## config.mk

```make
export PLATFORM = sky130hd
export DESIGN_NAME = touch_event_tracker
export DESIGN_NICKNAME = d
export VERILOG_FILES = /design/src/design/tet_pkg.sv /design/src/design/tet_in_stage.sv /design/src/design/tet_core.sv /design/src/design/tet_out_stage.sv /design/src/design/touch_event_tracker.sv
export SDC_FILE = /design/constraint.sdc
export NUM_CORES = 1
export LEC_CHECK = 0
export ABC_AREA = 1
export BUFFER_PORTS_ARGS = -buffer_cell sky130_fd_sc_hd__buf_2
export CORE_MARGIN = 1.5
export CORE_UTILIZATION = 31
export CTS_CLUSTER_SIZE = 14
export DETAILED_ROUTE_END_ITERATION = 10
export SLEW_MARGIN = 10
export SYNTH_ARGS = -nofsm -noshare
export SYNTH_HDL_FRONTEND = slang
export SYNTH_SLANG_ARGS = --single-unit
```

## constraint.sdc

```tcl
create_clock -name clk -period 3.2 [get_ports clk]
set_input_delay 0.32 -clock clk [delete_from_list [all_inputs] [get_ports clk]]
set_output_delay 0.32 -clock clk [all_outputs]
set_load 0.05 [all_outputs]
```

## src/design/tet_pkg.sv

```systemverilog
package tet_pkg;

    localparam int COORD_W = 12;
    localparam int Z_W     = 8;
    localparam int DXY_W   = 13;
    localparam int DZ_W    = 9;
    localparam int TMO_W   = 16;
    localparam int CNT_W   = 8;
    localparam int IN_DATA_W  = 40;
    localparam int OUT_DATA_W = 72;

    typedef enum logic [1:0] {
        ACT_TICK       = 2'd0,
        ACT_IRQ        = 2'd1,
        ACT_READ_TOUCH = 2'd2,
        ACT_READ_DRAG  = 2'd3
    } action_t;

    typedef enum logic [1:0] {
        MODE_UNTOUCHED = 2'd0,
        MODE_TOUCHED   = 2'd1,
        MODE_HOLDOFF   = 2'd2
    } mode_t;

    typedef enum logic {
        CFG_HOLD_TIMEOUT = 1'b0,
        CFG_DRAG_TIMEOUT = 1'b1
    } cfg_index_t;

    typedef struct packed {
        action_t           action;
        logic              touch_detect_event;
        logic              touch_present;
        logic              fifo_data_event;
        logic [CNT_W-1:0]  fifo_count;
        logic [7:0]        sample_byte_hi;
        logic [7:0]        sample_byte_mid;
        logic [7:0]        sample_byte_lo;
    } item_t;

    typedef struct packed {
        logic                     touch_valid;
        logic [COORD_W-1:0]       touch_x;
        logic [COORD_W-1:0]       touch_y;
        logic [Z_W-1:0]           touch_z;
        logic                     drag_valid;
        logic signed [DXY_W-1:0]  drag_dx;
        logic signed [DXY_W-1:0]  drag_dy;
        logic signed [DZ_W-1:0]   drag_dz;
        logic                     detector_touched;
        mode_t                    tracking_mode;
    } result_t;

endpackage

```

## src/design/tet_in_stage.sv

```systemverilog
module tet_in_stage
(
    input  logic          clk,
    input  logic          rst_n,
    input  logic          in_valid,
    output logic          in_ready,
    input  tet_pkg::item_t in_item,
    input  logic          advance,
    output logic          item_valid,
    output tet_pkg::item_t item
);
    import tet_pkg::*;

    logic  valid_reg;
    item_t item_reg;

    assign in_ready   = !valid_reg || advance;
    assign item_valid = valid_reg;
    assign item       = item_reg;

    always_ff @(posedge clk or negedge rst_n)
    begin
        if (!rst_n)
        begin
            valid_reg <= 1'b0;
        end
        else if (in_ready)
        begin
            valid_reg <= in_valid;
        end
    end

    // payload, no reset
    always_ff @(posedge clk)
    begin
        if (in_ready && in_valid)
        begin
            item_reg <= in_item;
        end
    end

endmodule

```

## src/design/tet_core.sv

```systemverilog
module tet_core
#(
    parameter int TIME_BITS = 32
)
(
    input  logic                         clk,
    input  logic                         rst_n,
    input  logic                         cfg_we,
    input  tet_pkg::cfg_index_t          cfg_index,
    input  logic [tet_pkg::TMO_W-1:0]    cfg_data,
    input  logic                         fire,
    input  tet_pkg::item_t               item,
    output tet_pkg::result_t             result
);
    import tet_pkg::*;

    logic [TMO_W-1:0]     hold_tmo_reg;
    logic [TMO_W-1:0]     drag_tmo_reg;
    mode_t                mode_reg, mode_next;
    logic                 det_reg, det_next;
    logic                 latched_reg, latched_next;
    logic [COORD_W-1:0]   lat_x_reg, lat_x_next, lat_y_reg, lat_y_next;
    logic [COORD_W-1:0]   drag_x_reg, drag_x_next, drag_y_reg, drag_y_next;
    logic [COORD_W-1:0]   new_x_reg, new_x_next, new_y_reg, new_y_next;
    logic                 fresh_reg, fresh_next;
    logic [TIME_BITS-1:0] now_reg, now_next;
    logic [TIME_BITS-1:0] hold_dl_reg, hold_dl_next;
    logic [TIME_BITS-1:0] drag_dl_reg, drag_dl_next;

    logic [TIME_BITS-1:0] hold_later, drag_later;
    logic [COORD_W-1:0]   smp_x, smp_y;
    logic                 take_sample;

    assign hold_later  = now_reg + TIME_BITS'(hold_tmo_reg);
    assign drag_later  = now_reg + TIME_BITS'(drag_tmo_reg);
    assign smp_x       = {item.sample_byte_hi, item.sample_byte_mid[7:4]};
    assign smp_y       = {item.sample_byte_mid[3:0], item.sample_byte_lo};
    assign take_sample = item.fifo_data_event && (item.fifo_count != '0);

    always_comb
    begin
        mode_next    = mode_reg;
        det_next     = det_reg;
        latched_next = latched_reg;
        lat_x_next   = lat_x_reg;
        lat_y_next   = lat_y_reg;
        drag_x_next  = drag_x_reg;
        drag_y_next  = drag_y_reg;
        new_x_next   = new_x_reg;
        new_y_next   = new_y_reg;
        fresh_next   = fresh_reg;
        now_next     = now_reg;
        hold_dl_next = hold_dl_reg;
        drag_dl_next = drag_dl_reg;

        result = '0;

        case (item.action)
            ACT_TICK:
            begin
                now_next = now_reg + TIME_BITS'(1);
            end
            ACT_IRQ:
            begin
                if (item.touch_detect_event)
                begin
                    det_next = item.touch_present;
                end
                if (mode_reg == MODE_HOLDOFF)
                begin
                    if ((hold_dl_reg < now_reg) && !latched_reg)
                    begin
                        mode_next = det_next ? MODE_TOUCHED : MODE_UNTOUCHED;
                    end
                    else if (det_next)
                    begin
                        // keep pushing the hold-off out while touched
                        hold_dl_next = hold_later;
                    end
                end
                else
                begin
                    latched_next = 1'b0;
                    mode_next    = det_next ? MODE_TOUCHED : MODE_UNTOUCHED;
                end
                if (take_sample)
                begin
                    new_x_next   = smp_x;
                    new_y_next   = smp_y;
                    fresh_next   = 1'b1;
                    drag_dl_next = drag_later;
                    if (mode_next != MODE_HOLDOFF)
                    begin
                        latched_next = 1'b1;
                        lat_x_next   = smp_x;
                        lat_y_next   = smp_y;
                        drag_x_next  = smp_x;
                        drag_y_next  = smp_y;
                        hold_dl_next = hold_later;
                        mode_next    = MODE_HOLDOFF;
                    end
                end
            end
            ACT_READ_TOUCH:
            begin
                latched_next = 1'b0;
            end
            ACT_READ_DRAG:
            begin
                if (fresh_reg && (mode_reg == MODE_HOLDOFF))
                begin
                    result.drag_valid = 1'b1;
                    result.drag_dx    = {1'b0, new_x_reg} - {1'b0, drag_x_reg};
                    result.drag_dy    = {1'b0, new_y_reg} - {1'b0, drag_y_reg};
                    result.drag_dz    = {1'b0, new_y_reg[Z_W-1:0]}
                                      - {1'b0, drag_y_reg[Z_W-1:0]};
                    drag_x_next = new_x_reg;
                    drag_y_next = new_y_reg;
                    fresh_next  = 1'b0;
                end
                else
                begin
                    result.drag_valid = drag_dl_reg > now_reg;
                end
            end
            default:
            begin
            end
        endcase

        // touch read shows the latch as it stood before clearing
        result.touch_valid      = (item.action == ACT_READ_TOUCH) ? latched_reg
                                                                  : latched_next;
        result.touch_x          = lat_x_next;
        result.touch_y          = lat_y_next;
        result.touch_z          = lat_y_next[Z_W-1:0];
        result.detector_touched = det_next;
        result.tracking_mode    = mode_next;
    end

    always_ff @(posedge clk or negedge rst_n)
    begin
        if (!rst_n)
        begin
            hold_tmo_reg <= TMO_W'(20);
            drag_tmo_reg <= TMO_W'(100);
            mode_reg     <= MODE_HOLDOFF;
            det_reg      <= 1'b0;
            latched_reg  <= 1'b0;
            lat_x_reg    <= '0;
            lat_y_reg    <= '0;
            drag_x_reg   <= '0;
            drag_y_reg   <= '0;
            new_x_reg    <= '0;
            new_y_reg    <= '0;
            fresh_reg    <= 1'b0;
            now_reg      <= '0;
            hold_dl_reg  <= '0;
            drag_dl_reg  <= '0;
        end
        else
        begin
            if (cfg_we)
            begin
                case (cfg_index)
                    CFG_HOLD_TIMEOUT: hold_tmo_reg <= cfg_data;
                    CFG_DRAG_TIMEOUT: drag_tmo_reg <= cfg_data;
                    default:
                    begin
                    end
                endcase
            end
            if (fire)
            begin
                mode_reg    <= mode_next;
                det_reg     <= det_next;
                latched_reg <= latched_next;
                lat_x_reg   <= lat_x_next;
                lat_y_reg   <= lat_y_next;
                drag_x_reg  <= drag_x_next;
                drag_y_reg  <= drag_y_next;
                new_x_reg   <= new_x_next;
                new_y_reg   <= new_y_next;
                fresh_reg   <= fresh_next;
                now_reg     <= now_next;
                hold_dl_reg <= hold_dl_next;
                drag_dl_reg <= drag_dl_next;
            end
        end
    end

endmodule

```

## src/design/tet_out_stage.sv

```systemverilog
module tet_out_stage
(
    input  logic             clk,
    input  logic             rst_n,
    input  logic             res_valid,
    output logic             res_ready,
    input  tet_pkg::result_t res,
    output logic             out_valid,
    input  logic             out_ready,
    output tet_pkg::result_t out_res
);
    import tet_pkg::*;

    logic    valid_reg;
    result_t res_reg;

    assign res_ready = !valid_reg || out_ready;
    assign out_valid = valid_reg;
    assign out_res   = res_reg;

    always_ff @(posedge clk or negedge rst_n)
    begin
        if (!rst_n)
        begin
            valid_reg <= 1'b0;
        end
        else if (res_ready)
        begin
            valid_reg <= res_valid;
        end
    end

    always_ff @(posedge clk)
    begin
        if (res_ready && res_valid)
        begin
            res_reg <= res;
        end
    end

endmodule

```

## src/design/touch_event_tracker.sv

```systemverilog
// touch event tracker: every input transaction (a millisecond tick, a controller
// interrupt with its status flags and newest 3-byte sample, a touch read or a drag
// read) yields exactly one output transaction carrying the latched touch, the drag
// result, the detector state and the tracking mode. a transaction is registered on
// input, the tracker state is updated by a single level of logic, and the result
// is registered on output, so the block takes one transaction per clock cycle
// while the output is not stalled; a result moves from the input register to the
// output register once the output register can take it. time is a free-running
// TIME_BITS-wide millisecond count advanced only by tick transactions; deadlines
// wrap with it and are compared unsigned.
// configuration writes (hold-off and drag timeouts) take effect at once and are
// meant to be issued while no transaction is in flight.
module touch_event_tracker
#(
    parameter int TIME_BITS = 32
)
(
    input  logic                              clk,
    input  logic                              rst_n,

    // configuration write port
    input  logic                              cfg_we,
    input  logic                              cfg_index,
    input  logic [15:0]                       cfg_data,

    // input stream
    input  logic                              s_axis_tvalid,
    output logic                              s_axis_tready,
    // action
    input  logic [1:0]                        s_axis_tuser,
    // touch_detect_event, touch_present, fifo_data_event, fifo_count,
    // sample_byte_hi, sample_byte_mid, sample_byte_lo, zero pad
    input  logic [tet_pkg::IN_DATA_W-1:0]     s_axis_tdata,

    // output stream
    output logic                              m_axis_tvalid,
    input  logic                              m_axis_tready,
    // touch_valid, touch_x, touch_y, touch_z, drag_valid, drag_dx, drag_dy,
    // drag_dz, detector_touched, tracking_mode
    output logic [tet_pkg::OUT_DATA_W-1:0]    m_axis_tdata
);
    import tet_pkg::*;

    item_t   in_item;
    item_t   item;
    logic    item_valid;
    logic    res_ready;
    logic    fire;
    result_t res;
    result_t out_res;

    // unpack the input transaction
    assign in_item.action             = action_t'(s_axis_tuser);
    assign in_item.touch_detect_event = s_axis_tdata[0];
    assign in_item.touch_present      = s_axis_tdata[1];
    assign in_item.fifo_data_event    = s_axis_tdata[2];
    assign in_item.fifo_count         = s_axis_tdata[10:3];
    assign in_item.sample_byte_hi     = s_axis_tdata[18:11];
    assign in_item.sample_byte_mid    = s_axis_tdata[26:19];
    assign in_item.sample_byte_lo     = s_axis_tdata[34:27];

    // state moves only when the item can hand its result to the output register
    assign fire = item_valid && res_ready;

    tet_in_stage u_in
    (
        .clk        (clk),
        .rst_n      (rst_n),
        .in_valid   (s_axis_tvalid),
        .in_ready   (s_axis_tready),
        .in_item    (in_item),
        .advance    (res_ready),
        .item_valid (item_valid),
        .item       (item)
    );

    tet_core #(.TIME_BITS(TIME_BITS)) u_core
    (
        .clk       (clk),
        .rst_n     (rst_n),
        .cfg_we    (cfg_we),
        .cfg_index (cfg_index_t'(cfg_index)),
        .cfg_data  (cfg_data),
        .fire      (fire),
        .item      (item),
        .result    (res)
    );

    tet_out_stage u_out
    (
        .clk       (clk),
        .rst_n     (rst_n),
        .res_valid (item_valid),
        .res_ready (res_ready),
        .res       (res),
        .out_valid (m_axis_tvalid),
        .out_ready (m_axis_tready),
        .out_res   (out_res)
    );

    // pack the result, first field in the lowest bits
    assign m_axis_tdata = {
        out_res.tracking_mode,
        out_res.detector_touched,
        out_res.drag_dz,
        out_res.drag_dy,
        out_res.drag_dx,
        out_res.drag_valid,
        out_res.touch_z,
        out_res.touch_y,
        out_res.touch_x,
        out_res.touch_valid
    };

endmodule

```

# Yosys cells after proc, flatten, opt, wreduce, memory -nomap -nowiden
# Index checks and enable logic that the tools add are counted.
# word_totals
regBits	316
output_inout_bits	74
# op_classes
n_addsub	6
magnitude_cmp	2
n_eq_ne	8
muxes	38
n_bitwise	1
reduce_logical	21
# op_table
op	n
$mux W32	5
$mux W12	12
$add A32 B16 Y32	2
$pmux W12 S2	2
$add A32 B1 Y32 const B	1
$gt A32 B32 Y1	1
$lt A32 B32 Y1	1
$sub A12 B12 Y13	2
$mux W2	6
$mux W1	11
$reduce_and A2 Y1	5
$sub A8 B8 Y9	1
$reduce_bool A8 Y1	1
$eq A2 B2 Y1 const B	3
$ne A2 B1 Y1 const B	3
$logic_and A1 B1 Y1	5
$reduce_and A5 Y1	1
$pmux W1 S2	2
$reduce_and A4 Y1	1
$logic_not A1 Y1	3
$reduce_and A3 Y1	1
$eq A2 B1 Y1 const B	1
$logic_not A2 Y1	1
$logic_or A1 B1 Y1	2
3 further kinds	3

# Longest topological paths before layout
# depth
ltp_word	11
depth_mapped	20

# By module
# Synthesis repeated with hierarchy kept, for this count alone.
# unflattened
hier_cells	1975
area_unflattened_um2	17425.5
# by_module_without_submodules
mod	instances	cells_per_inst	area_each_um2	seq_area_each_um2
tet_core	1	1852	14054.7	5137.4
tet_out_stage	1	78	2207.1	2187.1
tet_in_stage	1	43	1156.1	1136.1
touch_event_tracker	1	2	7.5	0.0

# Worst setup path after synthesis
# No wires, ideal clock.
# synth_path
kind	reg-to-reg
start	register u_out.valid_reg (netlist: u_out.out_valid)
end	register u_out.res_reg, in the netlist u_out.out_res[0] (enable)
setup_time_ns	0.440
t_arrival_ns	2.612
t_required_ns	2.760
path_slack_ns	0.148
stages_incl_launch_ff	5
path_buffers	1
period_less_slack_ns	3.052
cell_sequence	dfrtp_1 nand2_2 nand2_4 clkinv_2 clkbuf_1
# synth_between
elab_chain_len	3
# synth_rtl
item	line	rtl
from (decl)	tet_out_stage.sv:14	logic valid_reg;
from (signal assigned)	tet_out_stage.sv:29	valid_reg <= res_valid;
$logic_not A1 Y1	tet_out_stage.sv:17	assign res_ready = !valid_reg || out_ready;
$logic_or A1 B1 Y1	tet_out_stage.sv:17	
$logic_and A1 B1 Y1	--	
net fire	touch_event_tracker.sv:48	logic fire;
to (signal assigned)	tet_out_stage.sv:37	res_reg <= res;
to (decl)	tet_out_stage.sv:15	result_t res_reg;
# The timed path passes the listed nets, and every way through them passes these cells.
# A chain may end at the register's enable or synchronous reset.

# Worst setup path after layout
# layout_path
start	register u_core.now_reg[0]
end	register u_core.hold_dl_reg[28]
# layout_between
elab_chain_len	8
word_cells_on_any_way	12
# layout_rtl
item	line	rtl
from (decl)	tet_core.sv:26	logic [TIME_BITS-1:0] now_reg, now_next;
from (signal assigned)	tet_core.sv:185	now_reg <= now_next;
$lt A32 B32 Y1	tet_core.sv:71	if ((hold_dl_reg < now_reg) && !latched_reg)
$logic_and A1 B1 Y1	tet_core.sv:71	
$mux W2	tet_core.sv:71	
$mux W2	tet_core.sv:69	if (mode_reg == MODE_HOLDOFF)
$mux W2	tet_core.sv:58	case (item.action)
$ne A2 B2 Y1	tet_core.sv:92	if (mode_next != MODE_HOLDOFF)
$mux W32	tet_core.sv:92	
$mux W32 (*)	tet_core.sv:86	if (take_sample)
to (signal assigned)	tet_core.sv:186	hold_dl_reg <= hold_dl_next;
to (decl)	tet_core.sv:27	logic [TIME_BITS-1:0] hold_dl_reg, hold_dl_next;
# Every way passes the cells marked *; elsewhere a longest branch is shown, timed or not. The select of a mux whose other input is x is not followed.

==> key figures <==
Pwr
  – Power Internal: 9230 uW
  – Maximum resistive drop on vdd: 0.391 mV
  – Power, Total: 15000 uW
  – Static leakage: 0.00950 uW
  – Pwr per Cell Area: 766 mW/mm^2
  – Sw frac: 38.5%
  – Logic pwr share: 35.4%
  – Part of the total power dissipated in the clock network: 26.6%
  – Power dissipated by switching net loads: 5790 uW
  – Portion of total power attributed to sequential cells: 38.0%

Routing
  – Post-detailed-route via-to-cell ratio: 4.87
  – Detail Route Antenna Nets: 0
  – Starting DRT DRC Count: 982
  – Drt pass-1 iters: 5
  – Total length of routed wires: 45500 microns
  – Total number of vias: 13500
  – Routed length per instance: 16.4 microns
  – Total DRC errors in the routed layout: 0

Yosys
  – Cell area after synthesis: 0.0167 sq mm
  – Register area share after synthesis: 47.8%
  – Post-synthesis cell type count: 53
  – Predominant post-synthesis flop cell: dfrtp_1
  – Flip-flop and latch count after synthesis: 300
  – Number of enable-type register cells in the synthesized netlist: 93
  – Post-synthesis net count: 2088
  – Syn_area_per_cell: 8.81 sq um
  – Number of warnings reported in the yosys synthesis log: 0
  – Synthesized instance count: 1896
  – Async SR Flop Fraction: 69.0%

Worst setup path
  – Cell mode on critical path: nand2_1
  – FF-to-FF path depth: 13
  – Signal arrival time at the worst endpoint: 3290 ps
  – Largest fanout on the critical path: 4
  – FF-to-FF Start: u_core.now_reg[0]
  – CP Class: register to register
  – Family with the most delay on the worst path: simple AND/OR/NAND/NOR gates
  – WP data required: 3660 ps
  – Critical path startpoint category: register
  – Element type at the critical path end: register
  – Worst stage delay on the critical path: 450 ps
  – Crit Reg-Reg Endpoint: u_core.hold_dl_reg[28]
  – Number of buffer and inverter instances along the worst setup path: 2
  – Crit path cell chain: ha_1 > inv_1 > fa_1 > o21ai_2 > a21oi_1 > o21ai_2 > nand2_1 > nand2_1 > inv_1 > nor2_1 > nand3_1 > nand3_1 > nand2_1
  – Minimum setup slack among reg-to-reg paths: 370 ps
  – Critical path's slowest cell: dfrtp_1

Clock tree
  – Root buffer selected by CTS: clkbuf_16
  – H-tree depth reported by CTS: 2
  – Clock transition at the registers of the reported paths: 60 ps
  – CTS tree: yes
  – Buffers from clock root to sink, at most: 3
  – Clock sink count: 300
  – # Post-CTS Setup Buffers: 0
  – Hold bufs inserted after CTS: 38
  – Insertion delay of the later-clocked pin in the worst-skew pair: 560 ps
  – Number of instances resized during post-cts repair: 0
  – TritonCTS Buffers: 36

STA
  – Worst Tran Pin Value: 894 ps
  – Clock Skews: 31.0 ps
  – Part of the cycle the worst path needs: 88.5%
  – Worst Hold Margin: 15.2 ps
  – Slew HR: 40.3%
  – Number of pins with negative max-slew slack in the final report: 0
  – Min Tclk post-route: 2830 ps
  – Setup repair after global routing missed its margin: false
  – Total negative slack: 0 ps
  – Number of endpoints with negative hold slack in the final report: 0
  – Final Setup Violations: 0
  – Highest attainable clock frequency: 353 MHz

GRT
  – Total overflow reported by the global router: 0
  – Number of antenna violations at the first check in global routing: 2
  – Vias in the first global route: 13600
  – Maximum number of pins on one net before global-route repair: 76
  – Global-route wire length before repair: 72200 microns
  – Total routing usage reported by global routing: 16.4%

Status
  – Status: finished, final reports clean

Finish
  – Area overhead of the layout relative to synthesis: 17.5%
  – Count of non-filler cells in the finished layout: 2776
  – Cell area after layout: 0.0196 sq mm
  – Leading cell types in the layout, fill and taps excluded: nand2_1, o21ai_0, inv_1
  – Share of post-route cells with drive strength above 1: 12.9%
  – # nets final: 2254
  – Most frequent standard cell in the layout excluding fill and tap cells: nand2_1
  – Flip-flop count of the largest register after layout: 56
  – Antenna diode count: 0

Die
  – Die extent in x: 235 microns
  – Core area: 0.0529 sq mm
  – Starting utilization of the core area: 31.6%
  – Y dimension of the die: 235 microns
  – Number of placement rows: 84
  – Number of top-level pins: 138
  – DIE AREA: 0.0553 sq mm

Place
  – Estimated wirelength of the detail-placed design: 32900 microns
  – Port Buf Inserts: 132
  – Placed Instance Area: 0.0181 sq mm
  – Placed cell count: 2674
  – RD Place Congestion: 0.893

Min path
  – Hold Path Sink: u_in.item[35]
  – Startpoint of the tightest hold check path: s_axis_tuser[0]
  – Classification of the worst-slack hold path: primary input to register
  – Hold path cells: 1

Run
  – Number of max-capacitance violations reported: 0
[how the worst max path moves through the flow]
stage,start,end,depth (start not counted)
after CTS,u_core.now_reg[0],u_core.hold_dl_reg[28],13
final,u_core.now_reg[0],u_core.hold_dl_reg[28],13
after global placement,u_core.now_reg[0],u_core.hold_dl_reg[24],13
after global routing,u_core.now_reg[7],u_core.drag_x_reg[6],16
after floorplan,u_out.out_valid,u_out.out_res[0],4
after detailed placement,u_core.now_reg[0],u_core.hold_dl_reg[28],13
[area by class of cell]
class / instances / area, sq um
multi-input cells: 1301 / 7490
clock inverters: 7 / 47.5
repair buffers: 195 / 1310
clock buffers: 57 / 1080
flip-flops and latches: 300 / 7980
fillers: 5354 / 33200
inverters: 228 / 857
well taps: 688 / 861
[power groups by stage]
stage / Combinational (uW) / Clock [uW] / Sequential (uW)
finish: 5320 / 4000 / 5710
floorplan: 3540 / 0 / 6120
global placement: 5120 / 0 / 5730
CTS: 5330 / 4100 / 5710
global route: 6060 / 4240 / 5820
detailed placement: 5250 / 0 / 5760
[per-layer routing]
metal | global-route usage, % | up-vias | share of wire, %
met5 | 0 | - | 0
met4 | 6.61 | 0 | 3.9
met3 | 3.47 | 90 | 5.6
met2 | 27.6 | 371 | 47
met1 | 20.6 | 6423 | 44
li1 | - | 6636 | -
[stage by stage]
step           utilization [%]  worst slack, ps
6_report                  37.1              367
5_1_grt                   37.1              117
4_1_cts                   37.1              388
3_5_place_dp              34.3              413
3_3_place_gp              34.3              462
2_1_floorplan                -              148
[synth_stat cells, types with 8 or more instances]
cell type,n,area share [%]
nand3_1,68,2.0
inv_1,216,4.9
edfxtp_1,93,17
inv_2,11,0.25
a21oi_1,105,3.1
ha_1,124,9.3
nor2_1,74,1.7
o21ai_0,222,6.7
xor2_1,56,2.9
clkbuf_1,29,0.65
buf_4,18,0.81
and2_1,30,1.1
nand4_1,46,1.7
nand2_1,442,9.9
dfrtp_1,201,30
a31oi_1,8,0.30
nor3_1,21,0.63
o21ai_1,11,0.33
xnor2_1,13,0.68
[cells by family (layout without fill, tap and decap cells)]
logic type / count (synthesis) / count (layout) / share of synthesized area (%)
adder cells (fa/ha/maj): 128 / 128 / 9.77
AO/OA/AOI/OAI: 380 / 380 / 12.0
XOR/XNOR: 69 / 69 / 3.62
buffers and inverters: 295 / 487 / 7.37
AND/OR/NAND/NOR: 724 / 724 / 19.4
flip-flops: 300 / 300 / 47.8
Note: power is estimated with default switching activity, not from simulation.
